--- src/pca_pkg.sv ---
`default_nettype none
package pca_pkg;

	localparam int COLOR_W = 8;
	localparam int PIXEL_W = 3 * COLOR_W;
	localparam int SQ_W    = 2 * COLOR_W;
	localparam int DIST_W  = SQ_W + 2;
	localparam int INDEX_W = 8;
	localparam int USED_W  = 9;

	localparam logic [1:0] CMD_MAP     = 2'd0;
	localparam logic [1:0] CMD_NEAREST = 2'd1;
	localparam logic [1:0] CMD_CLEAR   = 2'd2;

	localparam logic [1:0] KIND_EXACT   = 2'd0;
	localparam logic [1:0] KIND_NEW     = 2'd1;
	localparam logic [1:0] KIND_NEAREST = 2'd2;
	localparam logic [1:0] KIND_NONE    = 2'd3;

	typedef enum logic [2:0] {
		ST_IDLE,
		ST_SCAN,
		ST_DRAIN,
		ST_RESOLVE,
		ST_EMIT
	} pca_state_t;

	typedef struct packed {
		logic load;
		logic scan;
		logic resolve;
		logic out_load;
	} pca_cmd_t;

	typedef struct packed {
		logic need_scan;
		logic addr_last;
		logic pipe_busy;
	} pca_status_t;

endpackage
`default_nettype wire

--- src/pca_ctrl.sv ---
`default_nettype none
module pca_ctrl (
	input  wire logic                 clk,
	input  wire logic                 arst_n,
	input  wire logic                 in_valid,
	output logic                      in_ready,
	output logic                      out_valid,
	input  wire logic                 out_ready,
	input  wire pca_pkg::pca_status_t status,
	output pca_pkg::pca_cmd_t         cmd
);
	import pca_pkg::*;

	pca_state_t state_q;
	pca_state_t state_d;
	logic       out_valid_q;

	always_comb begin
		state_d = state_q;
		case (state_q)
			ST_IDLE: begin
				if (in_valid) begin
					state_d = status.need_scan ? ST_SCAN : ST_RESOLVE;
				end
			end
			ST_SCAN: begin
				if (status.addr_last) begin
					state_d = ST_DRAIN;
				end
			end
			ST_DRAIN: begin
				if (!status.pipe_busy) begin
					state_d = ST_RESOLVE;
				end
			end
			ST_RESOLVE: begin
				state_d = ST_EMIT;
			end
			ST_EMIT: begin
				if (!out_valid_q || out_ready) begin
					state_d = ST_IDLE;
				end
			end
			default: begin
				state_d = ST_IDLE;
			end
		endcase
	end

	always_comb begin
		cmd      = '0;
		in_ready = 1'b0;
		case (state_q)
			ST_IDLE: begin
				in_ready = 1'b1;
				cmd.load = in_valid;
			end
			ST_SCAN: begin
				cmd.scan = 1'b1;
			end
			ST_RESOLVE: begin
				cmd.resolve = 1'b1;
			end
			ST_EMIT: begin
				cmd.out_load = !out_valid_q || out_ready;
			end
			default: begin
				cmd = '0;
			end
		endcase
	end

	always_ff @(posedge clk or negedge arst_n) begin
		if (!arst_n) begin
			state_q     <= ST_IDLE;
			out_valid_q <= 1'b0;
		end else begin
			state_q <= state_d;
			if (cmd.out_load) begin
				out_valid_q <= 1'b1;
			end else if (out_ready) begin
				out_valid_q <= 1'b0;
			end
		end
	end

	assign out_valid = out_valid_q;

endmodule
`default_nettype wire

--- config.mk ---
export PLATFORM = sky130hd
export DESIGN_NAME = pca_ctrl
export DESIGN_NICKNAME = d
export VERILOG_FILES = /design/src/pca_pkg.sv /design/src/pca_ctrl.sv
export SDC_FILE = /design/constraint.sdc
export NUM_CORES = 1
export LEC_CHECK = 0
export ABC_AREA = 1
export BUFFER_PORTS_ARGS = -buffer_cell sky130_fd_sc_hd__buf_2
export CORE_AREA = 8 8 45 47
export CTS_CLUSTER_DIAMETER = 60
export DETAILED_ROUTE_END_ITERATION = 10
export DIE_AREA = 0 0 53 55
export HOLD_SLACK_MARGIN = 0.03
export MAX_ROUTING_LAYER = met4
export PLACE_DENSITY_LB_ADDON = 0.12
export SLEW_MARGIN = 10
export SYNTH_ARGS = -nofsm -noshare
export SYNTH_HDL_FRONTEND = slang
export SYNTH_SLANG_ARGS = --single-unit
--- constraint.sdc ---
create_clock -name clk -period 1.4 [get_ports clk]
set_input_delay 0.14 -clock clk [delete_from_list [all_inputs] [get_ports clk]]
set_output_delay 0.14 -clock clk [all_outputs]
set_load 0.005 [all_outputs]
After elaboration in Yosys (flattened, before gate mapping)
Cells that the tools add are included.
W data, S select, Z words.
{ "op_classes": {"n_reduce_logical": 5, "eq_ne": 8, "mux": 13} }
{ "ops": {"columns": ["operator", "count"], "rows": [
  ["$pmux W3 S5", 1],
  ["$mux W3", 4],
  ["$ne A2 B2 Y1 const B", 4],
  ["$mux W1", 7],
  ["$eq A3 B2 Y1 const B", 2],
  ["$reduce_and A4 Y1", 1],
  ["$eq A3 B1 Y1 const B", 1],
  ["$eq A3 B3 Y1 const B", 1],
  ["$logic_not A3 Y1", 1],
  ["$mux W2", 1],
  ["$reduce_bool A2 Y1", 1],
  ["$logic_not A1 Y1", 1],
  ["$logic_or A1 B1 Y1", 1]
]} }
{ "word_totals": {"regBits": 4, "wordCells": 28, "output_inout_bits": 6, "input_bits": 7} }

Longest topological paths before layout
{ "depth": {"word_depth": 4, "depth_mapped": 6, "mapped_depth_nobuf": 6} }

Least setup slack after synthesis
Ideal clock, no wire load.
{ "synth_path": {"kind": "reg2reg", "from": "register state_q[1]", "to": "register state_q[1]", "path_stages_with_launch": 5, "arrival_time_ps": 801, "required_time_ps": 1282, "path_buffers": 0, "synth_period_minus_slack_ps": 920, "setup_slack_ps": 480, "setup_ps": 118, "cell_sequence": "dfrtp_1 > nor2_1 > nand3_1 > nand4_1 > nand2_1"} }
{ "synth_via": {"elab_chain_len": 3, "word_cells_on_any_way": 11, "cone_classes": "8 x eq/ne; 1 x mux; 2 x reduce/logical"} }
{ "synth_lines": {"columns": ["element", "line_no", "rtl"], "rows": [
  ["start, declared", "pca_ctrl.sv:14", "pca_state_t state_q;"],
  ["start signal, assigned", "pca_ctrl.sv:78", "state_q <= state_d;"],
  ["$eq A3 B3 Y1, or another cell as far along", "pca_ctrl.sv:20", "case (state_q)"],
  ["$ne A2 B2 Y1 (no line)", null, null],
  ["$reduce_and A4 Y1 (no line)", null, null]
]} }
Several ways; a longest one is shown, not always the timed one.
A chain may end at the register's enable or synchronous reset.

==> reports/metrics.csv <==
stage,metric,value,unit
timing,period_needed,1.288,ns
floorplan,die_h,55,um
global_route,grt_pass1_wl,924,um
setup_path,slowest_stage,dfrtp_1,
power,power.density,2078,nW/um^2
cts,clock_path_buffers,2,
synthesis,yosysTopAreaCell,dfrtp_1,
synthesis,syn_inst,38,
setup_path,cp_cell_sequence,"nor2_2, nand2_1, nor2_1, buf_2",
finish,drive_gt1_share,33.33,%
worst_hold_path,hp-class,in -> reg,
timing,max-slew-margin-rel,86.66,%
timing,hold_viol,0,
synthesis,synth.top_cell.area_share,40.20,%
finish,finalNonFillerCells,70,
synthesis,yosysWarningCount,0,
synthesis,syn-cell-area,249.0,um^2
setup_path,critical_path_arrival,1.15,ns
detailed_routing,ant_nets,0,
cts,cts_resized,0,
synthesis,syn_avg_cell_area,6.552,um^2
floorplan,core,1384,um^2
setup_path,crit_type,reg -> out,
floorplan,io-pin-count,13,
timing,skew,0.0002890,ns
floorplan,num_rows,14,
flow_run,maxCapViolCount,0,
placement,hpwl,529.7,um
detailed_routing,drt-initial-drc-count,4,
setup_path,cpPeakStageDelay,0.42,ns
placement,place_congestion,0.6417,
timing,setup_viol,0,
detailed_routing,vias,267,
timing,worst_pin_slew,0.2001,ns
floorplan,initial_core_util,17.99,%
cts,clock_latency,0.23,ns
global_route,grt_overflow,0,
global_route,grt_max_degree,7,
power,p_leak,0.2229,nW
finish,final_common_cell,buf_2,
detailed_routing,drc,0,
finish,synthToLayoutAreaGrowth,45.23,%
cts,htreeDepth,1,
synthesis,ys_ff_latch,4,
global_route,first_global_vias,255,
worst_hold_path,hp-start,out_ready,
cts,cts_buffers,3,
setup_path,cp-end-kind,output pin,
global_route,antenna_found_initial,0,
finish,diodes,0,
synthesis,ys_top_cells_by_area,"dfrtp_1, nand2_1, inv_1",
setup_path,critPathLaunchType,flip-flop,
synthesis,yosysSeqAreaShare,40.20,%
setup_path,crit_path_start,state_q[2],
synthesis,synth_nets,45,
detailed_routing,drt-wirelength-per-cell,8.729,um
setup_path,worst_ep_required_time,1.26,ns
finish,final_core_util,26.13,%
synthesis,ys_types,11,
global_route,track_usage,4.574,%
setup_path,r2r-start,state_q[1],
placement,port_buffers,12,
cts,cts-root-buf,clkbuf_4,
timing,rsz0062_at_grt,no,
detailed_routing,dr.pass1.iters,2,
setup_path,cp_max_fo,5,
cts,cts_sinks,4,
cts,tritoncts,done,
detailed_routing,finalWirelength,611,um
cts,clk_pin_slew_worst_paths,0.04,ns
status,status,"finished, final reports clean",
power,total_power,0.0007514,W
timing,timing.hold.ws,0.1459,ns
power,vdd_drop_max,579.8,uV
timing,finalSetupTns,0,ns
timing,slew_viol_final,0,
placement,dp_cells,66,
finish,fin_nets,63,
timing,max_freq,0.7761,GHz
floorplan,dieArea,2915,um^2
detailed_routing,detail_route.vias_per_cell,3.814,
floorplan,die_width,53,um
finish,final_cell_mix,"buf_2, nand2_1, inv_1",
timing,final.period_utilization,92.03,%
[area by class of cell]
type	count	area, um^2
Multi-Input combinational cell	25	115.1
Fill cell	158	1022
Clock buffer	3	22.52
Tap cell	16	20.02
Inverter	9	33.78
Timing Repair Buffer	13	70.07
Sequential cell	4	100.1
[critical path, delay by kind of cell, from the launching register on]
kind          cells  cell delay [ns]
flops             1             0.42
simple gates      3             0.38
buf+inv           1             0.11
[cell usage after synthesis]
| cell type | instances |
|---|---|
| nand3_1 | 4 |
| clkinv_1 | 1 |
| nor2_2 | 1 |
| nor2_1 | 5 |
| nand4_1 | 2 |
| nand2_1 | 10 |
| nor3_2 | 1 |
| inv_1 | 7 |
| o21ai_0 | 2 |
| inv_2 | 1 |
| dfrtp_1 | 4 |
[state kept, by name, summed over array words and instances (netlist names)]
signal     cells
state_q        3
out_valid      1
[where the power goes]
| group | internal [W] | switching (W) | total [W] |
|---|---|---|---|
| Sequential | 0.000173 | 0.0000662 | 0.000239 |
| Combinational | 0.000158 | 0.000217 | 0.000375 |
| Clock | 0.0000955 | 0.0000409 | 0.000136 |
| Total | 0.000427 | 0.000324 | 0.000751 |
[final timing paths]
check,cells after the start,slack [ns],to
max,4,0.11,cmd[3]
min,2,0.15,out_valid
max reg2reg,4,0.39,state_q[1]
min reg2reg,2,0.56,out_valid
max in group asynchronous,2,1.04,state_q[0]
min in group asynchronous,2,0.24,out_valid
[logic make-up (layout without fill, tap and decap cells)]
| family | Yosys count | after routing | synth area share, % |
|---|---|---|---|
| buffers and inverters | 9 | 25 | 13.57 |
| DFF | 4 | 4 | 40.20 |
| and+or+nand+nor | 23 | 23 | 42.21 |
| AOI/OAI and AO/OA | 2 | 2 | 4.020 |
[stage by stage]
step / cell area, um^2 / setup slack [ns]
2_1_floorplan: 249.0 / 0.4804
3_3_place_gp: 329.1 / 0.3518
3_5_place_dp: 329.1 / 0.3549
4_1_cts: 361.6 / 0.09883
5_1_grt: 361.6 / 0.01685
6_report: 361.6 / 0.1115
[layer usage]
metal / track usage (%) / share of wire [%] / vias to the layer above
li1: - / - / 148
met1: 3.982 / 43 / 114
met2: 7.813 / 51 / 5
met3: 1.604 / 5.4 / 0
met4: 3.879 / 0 / 0
met5: - / 0 / -
[what timing repair did]
action / in CTS / in global routing
hold endpoints to repair: 4 / 0
buffers inserted: 0 / 0
hold buffers: 1 / 0
Note: power is estimated with default switching activity, not from simulation.
